File: config.mk
export PLATFORM = sky130hd
export DESIGN_NAME = websocket_client_frame_deframer
export DESIGN_NICKNAME = d
export VERILOG_FILES = /design/src/rtl/wsdefr_pkg.sv /design/src/rtl/wsdefr_parser.sv /design/src/rtl/wsdefr_outreg.sv /design/src/rtl/websocket_client_frame_deframer.sv
export VERILOG_INCLUDE_DIRS = /design/src /design/src/rtl
export SDC_FILE = /design/constraint.sdc
export NUM_CORES = 1
export LEC_CHECK = 0
export ABC_AREA = 1
export BUFFER_PORTS_ARGS = -buffer_cell sky130_fd_sc_hd__buf_4
export CORE_ASPECT_RATIO = 1.2
export CORE_MARGIN = 2
export CORE_UTILIZATION = 65
export CTS_BUF_LIST = sky130_fd_sc_hd__clkbuf_4 sky130_fd_sc_hd__clkbuf_8 sky130_fd_sc_hd__clkbuf_16
export DETAILED_ROUTE_END_ITERATION = 10
export PLACE_DENSITY = 0.82
export SLEW_MARGIN = 20
export SYNTH_ARGS = -nofsm -noshare
export SYNTH_HDL_FRONTEND = slang
export SYNTH_SLANG_ARGS = --single-unit
File: constraint.sdc
create_clock -name clk -period 7.88 [get_ports clk]
set_clock_uncertainty 0.15 [all_clocks]
set_input_delay 1.182 -clock clk [delete_from_list [all_inputs] [get_ports clk]]
set_output_delay 1.182 -clock clk [all_outputs]
set_load 0.01 [all_outputs]
File: src/rtl/websocket_client_frame_deframer_defines.svh
// Assertion macros for the WebSocket frame deframer.
// Used by the top level only; needs a clk and rst in scope.
`ifndef WEBSOCKET_CLIENT_FRAME_DEFRAMER_DEFINES_SVH
`define WEBSOCKET_CLIENT_FRAME_DEFRAMER_DEFINES_SVH
`ifndef ASSERT_OFF
// Condition must hold at every clock edge out of reset
`define WSD_ASSERT_ALWAYS(lbl, cond, msg) \
  lbl: assert property (@(posedge clk) disable iff (rst) (cond)) else $error(msg);
// Antecedent implies consequent in the same cycle
`define WSD_ASSERT_IMPLY(lbl, ante, cons, msg) \
  lbl: assert property (@(posedge clk) disable iff (rst) (ante) |-> (cons)) else $error(msg);
`else
`define WSD_ASSERT_ALWAYS(lbl, cond, msg)
`define WSD_ASSERT_IMPLY(lbl, ante, cons, msg)
`endif
`endif

File: src/rtl/wsdefr_pkg.sv
// Shared types and constants for the WebSocket frame deframer.
// No dependencies.
package wsdefr_pkg;

  // Result kinds
  localparam logic [1:0] KIND_PAYLOAD = 2'd0;
  localparam logic [1:0] KIND_EMPTY   = 2'd1;
  localparam logic [1:0] KIND_ERROR   = 2'd2;

  // Error codes, in check order
  localparam logic [3:0] ERR_RSV          = 4'd0;
  localparam logic [3:0] ERR_OPCODE       = 4'd1;
  localparam logic [3:0] ERR_FRAG_DATA    = 4'd2;
  localparam logic [3:0] ERR_CONTINUATION = 4'd3;
  localparam logic [3:0] ERR_UNMASKED     = 4'd4;
  localparam logic [3:0] ERR_NONMIN16     = 4'd5;
  localparam logic [3:0] ERR_BIT63        = 4'd6;
  localparam logic [3:0] ERR_NONMIN64     = 4'd7;
  localparam logic [3:0] ERR_FRAG_CTRL    = 4'd8;
  localparam logic [3:0] ERR_CTRL_LONG    = 4'd9;
  localparam logic [3:0] ERR_CLOSE_ONE    = 4'd10;

  // Opcodes
  localparam logic [3:0] OPC_CONT  = 4'h0;
  localparam logic [3:0] OPC_TEXT  = 4'h1;
  localparam logic [3:0] OPC_BIN   = 4'h2;
  localparam logic [3:0] OPC_CLOSE = 4'h8;
  localparam logic [3:0] OPC_PING  = 4'h9;
  localparam logic [3:0] OPC_PONG  = 4'hA;

  // Length field markers and limits
  localparam logic [6:0]  LEN7_EXT16   = 7'd126;
  localparam logic [6:0]  LEN7_EXT64   = 7'd127;
  localparam logic [63:0] MIN_LEN16    = 64'd126;
  localparam logic [63:0] MIN_LEN64    = 64'd65536;
  localparam logic [63:0] CTRL_MAX_LEN = 64'd125;

  // One result word
  typedef struct packed {
    logic [1:0]  kind;
    logic [7:0]  payload_byte;
    logic [3:0]  frame_opcode;
    logic        final_flag;
    logic [62:0] frame_length;
    logic [3:0]  error_code;
    logic        last;
  } res_t;

endpackage

File: src/rtl/wsdefr_parser.sv
// Frame parser: header, extended length, mask key and payload unmasking.
// One byte per accepted word; depends on wsdefr_pkg.
module wsdefr_parser import wsdefr_pkg::*; (
  input  logic       clk,
  input  logic       rst,
  input  logic       accept,
  input  logic       op,
  input  logic [7:0] data_byte,
  output logic       res_valid,
  output res_t       res
);

  localparam logic [2:0] PH_HDR0    = 3'd0;
  localparam logic [2:0] PH_HDR1    = 3'd1;
  localparam logic [2:0] PH_EXT16   = 3'd2;
  localparam logic [2:0] PH_EXT64   = 3'd3;
  localparam logic [2:0] PH_MASK    = 3'd4;
  localparam logic [2:0] PH_PAYLOAD = 3'd5;
  localparam logic [2:0] PH_HALT    = 3'd6;

  logic [2:0]  phase, phase_next;
  logic        held_fin, held_fin_next;
  logic [3:0]  held_opcode, held_opcode_next;
  logic [63:0] len_acc, len_acc_next;
  logic [2:0]  ext_cnt, ext_cnt_next;
  logic [31:0] mask_key, mask_key_next;
  logic [1:0]  mask_index, mask_index_next;
  logic [62:0] pay_rem, pay_rem_next;

  logic [63:0] acc_shift;
  logic [62:0] rem_dec;
  logic [7:0]  key_byte;
  logic [4:0]  len_chk;
  logic        err;
  logic [3:0]  err_code;

  function automatic logic opc_valid(input logic [3:0] opc);
    return (opc == OPC_CONT) || (opc == OPC_TEXT) || (opc == OPC_BIN) ||
           (opc == OPC_CLOSE) || (opc == OPC_PING) || (opc == OPC_PONG);
  endfunction

  // {error found, code} for the checks run once the length is known
  function automatic logic [4:0] length_check(input logic [3:0] opc, input logic fin,
                                              input logic [63:0] acc);
    logic [4:0] r;
    r = '0;
    if (opc[3] && !fin) begin
      r = {1'b1, ERR_FRAG_CTRL};
    end else if (opc[3] && (acc > CTRL_MAX_LEN)) begin
      r = {1'b1, ERR_CTRL_LONG};
    end else if ((opc == OPC_CLOSE) && (acc == 64'd1)) begin
      r = {1'b1, ERR_CLOSE_ONE};
    end
    return r;
  endfunction

  assign acc_shift = {len_acc[55:0], data_byte};
  assign rem_dec   = pay_rem - 63'd1;

  // Key byte for this payload position, most significant first
  always_comb begin
    case (mask_index)
      2'd0:    key_byte = mask_key[31:24];
      2'd1:    key_byte = mask_key[23:16];
      2'd2:    key_byte = mask_key[15:8];
      default: key_byte = mask_key[7:0];
    endcase
  end

  // Next state and result for the accepted word
  always_comb begin
    phase_next       = phase;
    held_fin_next    = held_fin;
    held_opcode_next = held_opcode;
    len_acc_next     = len_acc;
    ext_cnt_next     = ext_cnt;
    mask_key_next    = mask_key;
    mask_index_next  = mask_index;
    pay_rem_next     = pay_rem;
    res_valid        = 1'b0;
    res              = '0;
    res.kind         = KIND_PAYLOAD;
    err              = 1'b0;
    err_code         = ERR_RSV;
    len_chk          = '0;

    if (accept && op) begin
      phase_next       = PH_HDR0;
      held_fin_next    = 1'b0;
      held_opcode_next = OPC_CONT;
      len_acc_next     = '0;
      ext_cnt_next     = '0;
      mask_key_next    = '0;
      mask_index_next  = '0;
      pay_rem_next     = '0;
    end else if (accept) begin
      case (phase)
        PH_HDR0: begin
          held_fin_next    = data_byte[7];
          held_opcode_next = data_byte[3:0];
          len_acc_next     = '0;
          ext_cnt_next     = '0;
          mask_key_next    = '0;
          mask_index_next  = '0;
          pay_rem_next     = '0;
          phase_next       = PH_HDR1;
          if (data_byte[6:4] != 3'd0) begin
            err = 1'b1; err_code = ERR_RSV;
          end else if (!opc_valid(data_byte[3:0])) begin
            err = 1'b1; err_code = ERR_OPCODE;
          end else if (!data_byte[7] && !data_byte[3]) begin
            err = 1'b1; err_code = ERR_FRAG_DATA;
          end else if (data_byte[3:0] == OPC_CONT) begin
            err = 1'b1; err_code = ERR_CONTINUATION;
          end
        end
        PH_HDR1: begin
          ext_cnt_next = '0;
          if (!data_byte[7]) begin
            err = 1'b1; err_code = ERR_UNMASKED;
          end else if (data_byte[6:0] == LEN7_EXT16) begin
            phase_next = PH_EXT16;
          end else if (data_byte[6:0] == LEN7_EXT64) begin
            phase_next = PH_EXT64;
          end else begin
            len_acc_next    = {57'd0, data_byte[6:0]};
            len_chk         = length_check(held_opcode, held_fin, len_acc_next);
            err             = len_chk[4];
            err_code        = len_chk[3:0];
            phase_next      = PH_MASK;
            mask_index_next = '0;
          end
        end
        PH_EXT16: begin
          len_acc_next = acc_shift;
          if (ext_cnt >= 3'd1) begin
            ext_cnt_next    = '0;
            len_chk         = length_check(held_opcode, held_fin, acc_shift);
            phase_next      = PH_MASK;
            mask_index_next = '0;
            if (acc_shift < MIN_LEN16) begin
              err = 1'b1; err_code = ERR_NONMIN16;
            end else begin
              err = len_chk[4]; err_code = len_chk[3:0];
            end
          end else begin
            ext_cnt_next = ext_cnt + 3'd1;
          end
        end
        PH_EXT64: begin
          len_acc_next = acc_shift;
          if (ext_cnt >= 3'd7) begin
            ext_cnt_next    = '0;
            len_chk         = length_check(held_opcode, held_fin, acc_shift);
            phase_next      = PH_MASK;
            mask_index_next = '0;
            if (acc_shift[63]) begin
              err = 1'b1; err_code = ERR_BIT63;
            end else if (acc_shift < MIN_LEN64) begin
              err = 1'b1; err_code = ERR_NONMIN64;
            end else begin
              err = len_chk[4]; err_code = len_chk[3:0];
            end
          end else begin
            ext_cnt_next = ext_cnt + 3'd1;
          end
        end
        PH_MASK: begin
          mask_key_next = {mask_key[23:0], data_byte};
          if (mask_index == 2'd3) begin
            mask_index_next = '0;
            pay_rem_next    = len_acc[62:0];
            if (len_acc[62:0] == 63'd0) begin
              phase_next = PH_HDR0;
              res_valid  = 1'b1;
              res.kind   = KIND_EMPTY;
              res.last   = 1'b1;
            end else begin
              phase_next = PH_PAYLOAD;
            end
          end else begin
            mask_index_next = mask_index + 2'd1;
          end
        end
        PH_PAYLOAD: begin
          mask_index_next  = mask_index + 2'd1;
          pay_rem_next     = rem_dec;
          res_valid        = 1'b1;
          res.kind         = KIND_PAYLOAD;
          res.payload_byte = data_byte ^ key_byte;
          if (rem_dec == 63'd0) begin
            phase_next = PH_HDR0;
            res.last   = 1'b1;
          end
        end
        default: begin
          // halted: bytes are dropped until a restart
        end
      endcase

      // An error halts the parser and reports once
      if (err) begin
        phase_next     = PH_HALT;
        res_valid      = 1'b1;
        res.kind       = KIND_ERROR;
        res.error_code = err_code;
        res.last       = 1'b1;
      end
    end

    // Frame fields show the state as updated by this word
    res.frame_opcode = held_opcode_next;
    res.final_flag   = held_fin_next;
    res.frame_length = len_acc_next[62:0];
  end

  // Parser state
  always_ff @(posedge clk) begin
    if (rst) begin
      phase       <= PH_HDR0;
      held_fin    <= 1'b0;
      held_opcode <= OPC_CONT;
      len_acc     <= '0;
      ext_cnt     <= '0;
      mask_key    <= '0;
      mask_index  <= '0;
      pay_rem     <= '0;
    end else begin
      phase       <= phase_next;
      held_fin    <= held_fin_next;
      held_opcode <= held_opcode_next;
      len_acc     <= len_acc_next;
      ext_cnt     <= ext_cnt_next;
      mask_key    <= mask_key_next;
      mask_index  <= mask_index_next;
      pay_rem     <= pay_rem_next;
    end
  end

endmodule

File: src/rtl/wsdefr_outreg.sv
// Result register holding one word until the receiver takes it.
// Depends on wsdefr_pkg.
module wsdefr_outreg import wsdefr_pkg::*; (
  input  logic clk,
  input  logic rst,
  input  logic load,
  input  res_t load_res,
  input  logic stall,
  output logic valid,
  output res_t res
);

  // Valid flag: set on load, cleared when the word leaves
  always_ff @(posedge clk) begin
    if (rst) begin
      valid <= 1'b0;
    end else if (load) begin
      valid <= 1'b1;
    end else if (!stall) begin
      valid <= 1'b0;
    end
  end

  // Payload needs no reset
  always_ff @(posedge clk) begin
    if (load) begin
      res <= load_res;
    end
  end

endmodule

File: src/rtl/websocket_client_frame_deframer.sv
// Top level of the WebSocket client-to-server frame deframer.
// Uses wsdefr_pkg, wsdefr_parser, wsdefr_outreg and the assertion header.
//
// Takes one stream byte (or a restart) per cycle and gives at most one
// result word per byte: an unmasked payload byte, an empty-frame marker or
// an error. Throughput is one byte per clock with no bubbles; a byte is
// parsed in the cycle it is accepted and its result appears from the result
// register on the next cycle. The only thing that holds the input back is a
// full result register whose word the receiver is stalling. After an error
// the block swallows bytes without results until a restart word (op = 1).
`include "websocket_client_frame_deframer_defines.svh"
module websocket_client_frame_deframer import wsdefr_pkg::*; (
  input  logic        clk,
  input  logic        rst,
  input  logic        item_valid,
  output logic        item_stall,
  input  logic        op,
  input  logic [7:0]  data_byte,
  output logic        result_valid,
  input  logic        result_stall,
  output logic [1:0]  kind,
  output logic [7:0]  payload_byte,
  output logic [3:0]  frame_opcode,
  output logic        final_flag,
  output logic [62:0] frame_length,
  output logic [3:0]  error_code,
  output logic        last
);

  logic accept;
  logic res_valid;
  res_t res_word;
  res_t out_word;

  // Input waits only while the result register is full and stalled
  assign item_stall = result_valid & result_stall;
  assign accept     = item_valid & ~item_stall;

  wsdefr_parser u_parser (
    .clk       (clk),
    .rst       (rst),
    .accept    (accept),
    .op        (op),
    .data_byte (data_byte),
    .res_valid (res_valid),
    .res       (res_word)
  );

  wsdefr_outreg u_outreg (
    .clk      (clk),
    .rst      (rst),
    .load     (res_valid),
    .load_res (res_word),
    .stall    (result_stall),
    .valid    (result_valid),
    .res      (out_word)
  );

  assign kind         = out_word.kind;
  assign payload_byte = out_word.payload_byte;
  assign frame_opcode = out_word.frame_opcode;
  assign final_flag   = out_word.final_flag;
  assign frame_length = out_word.frame_length;
  assign error_code   = out_word.error_code;
  assign last         = out_word.last;

  // Checks
  `WSD_ASSERT_IMPLY(a_stall_needs_word, item_stall, result_valid, "input stalled with no word held")
  `WSD_ASSERT_IMPLY(a_error_is_last, result_valid && (kind == KIND_ERROR), last, "error without last")
  `WSD_ASSERT_IMPLY(a_kind_known, result_valid, (kind == KIND_PAYLOAD) || (kind == KIND_EMPTY) || (kind == KIND_ERROR), "bad result kind")
  `WSD_ASSERT_IMPLY(a_empty_is_last, result_valid && (kind == KIND_EMPTY), last && (frame_length == 63'd0), "empty frame marker malformed")

endmodule

==> results.txt <==
The ratio of cells with drive above 1 in the final layout came out at ~11%. The portion of total power attributed to combinational logic is between 30% and 40%. After clock tree synthesis, the repair step resized 0 gates. After the first detailed-routing iteration, the DRC count stood at 1546. In the layout the commonest cells are nand2_1, nor2_1, dfxtp_1. Of all nets on the critical path, the largest fanout is slightly below 80. The library cell used most frequently in the layout, excluding fill and tap cells, is nand2_1. In the synthesized netlist the dominant register cell turns out to be dfxtp_1. The register bit total from synthesis came out at ~260.

The number of slew-limit violations in the final report came out at 0. The count of cell types in the netlist is 45. The post-CTS setup-driven buffer insertion count is 0. The startpoint type of the worst setup path is a flop. The final-report hold violation count came out at 0. The synthesized netlist net count is 1751. The setup violation total in the final timing report came out at 0. STA classifies the critical path endpoint as a flop.

The minimum clock period after layout is roughly 3.8 ns. The average detailed-routed wire length per instance came out at 19.8 um. The starting density of the core is between 60 and 70%. The cell taking the most area after synthesis is dfxtp_1. The maximum number of pins on one net before global-route repair is 101. Headroom to the max-slew limit came out at between 20 and 30%. The reg2reg setup slack came out at about 4.1 ns.

At the worst endpoint, the arrival time is 4.02 ns. The horizontal die dimension is 133 um. The transition time at the pin with the least slew margin is about 1.1 ns. The congestion estimate from routability-driven global placement came to 1.04. The first TritonRoute pass finished after 8 iterations. The max-capacitance violation count is 0. The required arrival time at the worst endpoint came out at 8.10 ns.

The launch instance of the worst register-to-register path is u_parser.phase[2]. The power consumption is 0.00401 W. The wire length of the first global-routing pass is 62700 um. The average footprint of a synthesized cell is roughly 7.5 um^2. Compared with the post-synthesis result, the final layout area differs by 12.8%. In this run the static leakage power is between 6 and 7 nW. Sorting the synthesized cells by area gives the leading types as dfxtp_1, edfxtp_1, nand2_1, nor2_1, a21oi_1. The placeable core region is about 0.020 mm^2.

The count of port buffers added during placement came out at 97. After layout, the worst path uses approximately half of the clock period. The class of the most critical hold timing path is flop to flop. Sequential cells were found to cover approximately 46% of the synthesized design area.

The worst setup path is of the flop to flop kind. The largest buffer count on any clock path came out at 3. Across all layers, the routed design uses 12800 vias. In the post-route analysis, the smallest setup slack over all paths is approximately 4.1 ns.

Setup repair after global routing left no endpoint under its margin. The critical path launch point is u_parser.phase[2]. The internal power summed over all cells is approximately 0.0025 W. The number of buffers created by CTS came out at 25. Counting flops with a built-in enable in the synthesized netlist gives a little over 80. The run finished with clean final reports. The number of sinks handled by clock tree synthesis came out at ~260.

The number of vias per cell is around 6. The insertion delay of the later-clocked pin in the worst-skew pair is 0.54 ns. The sequential share of power is between 30% and 40%. The total of fill cells in the finished design came out at 1559.

The die area came out at between 0.02 and 0.025 mm^2. The net switching power of the design came out at 0.00152 W. The summed instance area of the synthesized netlist came out at roughly 0.013 mm^2. The synthesis warning total is 0. Detailed placement finished with a half-perimeter wire length of roughly 29000 um. For this design the ratio of total power to cell area is roughly 280 mW/mm^2. The register clock-pin slew on the reported worst setup and hold paths came out at around 0.060 ns.

The residual DRC count is 0. The setup slack at placement is 3.83 ns. In this run the worst setup path terminates at u_parser.pay_rem[0]. The largest vdd supply drop is approximately 0.21 mV. The count of antenna diodes in the layout is 0. The cts-stage hold buffer count is 0. The total number of placement rows came out at 56. Synthesis produced 1729 cells. The post-layout net count is about 1800. The clock network power share came out at 30.0%. The switching part of the total is a little under two fifths.

Global routing consumed, over all layers together, about 38% of the routing resources. The area share of the largest cell type after synthesis is around a quarter. The via count of the first global-routing pass is 12000. The tree is rooted in a clkbuf_16.

After detailed routing, the total wire length is just over 40000 um. The die span in y came out at between 150 and 200 um. The path depth of the worst reg2reg path is 9. The worst register-to-register path ends at u_parser.pay_rem[0]. TritonCTS built the clock tree. The async set-or-reset flop fraction in the synthesized netlist is 0%. The overflow left after global routing is 0. In this run the number of H-tree levels came out at 1. The number of antenna violations at the first check in global routing came out at 0.

The post-route antenna net violation count came out at 0. The I/O pin count is 98. For this run, the top clock speed supported by timing is 0.264 GHz. The setup TNS came out at 0 ns.
[per-layer routing]
layer / vias up / GRT usage (%) / routed length [um]
met4: 0 / 24.7 / 3020
met3: 167 / 4.58 / 3270
met1: 5959 / 45.8 / 15100
met5: - / 0 / 0
met2: 650 / 64.3 / 19400
li1: 5979 / - / -
[metrics by stage]
step	utilization (%)	hold WS [ns]	instance area [um^2]	std cells
finish	74.6	0.316	14600	2065
global route	74.6	0.327	14600	2065
CTS	74.6	0.318	14600	2065
detailed placement	70.5	0.308	13800	2021
global placement	70.5	0.303	13800	2021
floorplan	-	0.296	12900	1729
[worst max-delay path, stage by stage (launching register included)]
cell	delay, ns
dfxtp_1	0.53
inv_2	0.12
nor2_4	0.11
buf_4	0.61
nor2_1	0.11
nor3_2	0.37
clkinv_2	0.58
buf_4	0.57
a221oi_1	0.33
a211oi_1	0.08
[sequential cells by signal (all words and copies together), names as in the netlist]
register,cells
u_outreg.res,83
u_outreg.valid,1
u_parser.ext_cnt,3
u_parser.held_fin,1
u_parser.held_opcode,4
u_parser.len_acc,63
u_parser.mask_index,2
u_parser.mask_key,32
u_parser.pay_rem,63
u_parser.phase,3
[cell families after synthesis]
| kind of cell | Yosys count | synth area share (%) |
|---|---|---|
| flops | 255 | 45.9 |
| simple gates | 952 | 31.3 |
| xor+xnor | 3 | 0.203 |
| buf+inv | 195 | 5.83 |
| compound gates | 315 | 15.9 |
| fa+ha+maj | 9 | 0.871 |
[Yosys cell counts (all sizes together), types with 5 or more instances]
master,n
a21oi,116
a221oi,59
a22o,7
a22oi,65
and2,11
buf,25
clkbuf,49
dfxtp,172
edfxtp,83
ha,9
inv,118
nand2,414
nand3,113
nand4,9
nor2,371
nor3,16
nor4,12
o21ai,36
o22ai,12
or2,5
[how the worst min path moves through the flow]
stage,startpoint,end,slack (ns),depth (start not counted)
after floorplan,u_parser.mask_key[24],u_parser.mask_key[24],0.30,2
after global placement,u_parser.mask_key[27],u_parser.mask_key[27],0.30,2
after global routing,u_parser.mask_key[30],u_parser.mask_key[30],0.33,2
after CTS,u_parser.mask_key[24],u_parser.mask_key[24],0.32,2
after detailed placement,u_parser.mask_key[30],u_parser.mask_key[30],0.31,2
final,u_parser.mask_key[26],u_parser.mask_key[26],0.32,2
[final cells by class]
class | instances | area, um^2 | share of cell area [%]
clock inverter | 12 | 115 | 0.789
tap | 261 | 327 | 2.24
timing repair buffer | 105 | 792 | 5.43
sequential | 255 | 5940 | 40.7
inverter | 121 | 458 | 3.14
clock buffer | 32 | 691 | 4.74
multi-input combinational | 1279 | 6270 | 43.0
[power groups by stage]
stage	clock network, W	logic [W]	registers [W]
floorplan	0	0.000862	0.00156
global placement	0	0.00122	0.00156
detailed placement	0	0.00123	0.00156
CTS	0.00120	0.00124	0.00154
global route	0.00125	0.00139	0.00155
finish	0.00120	0.00127	0.00154
(Power assumes the default switching activity.)
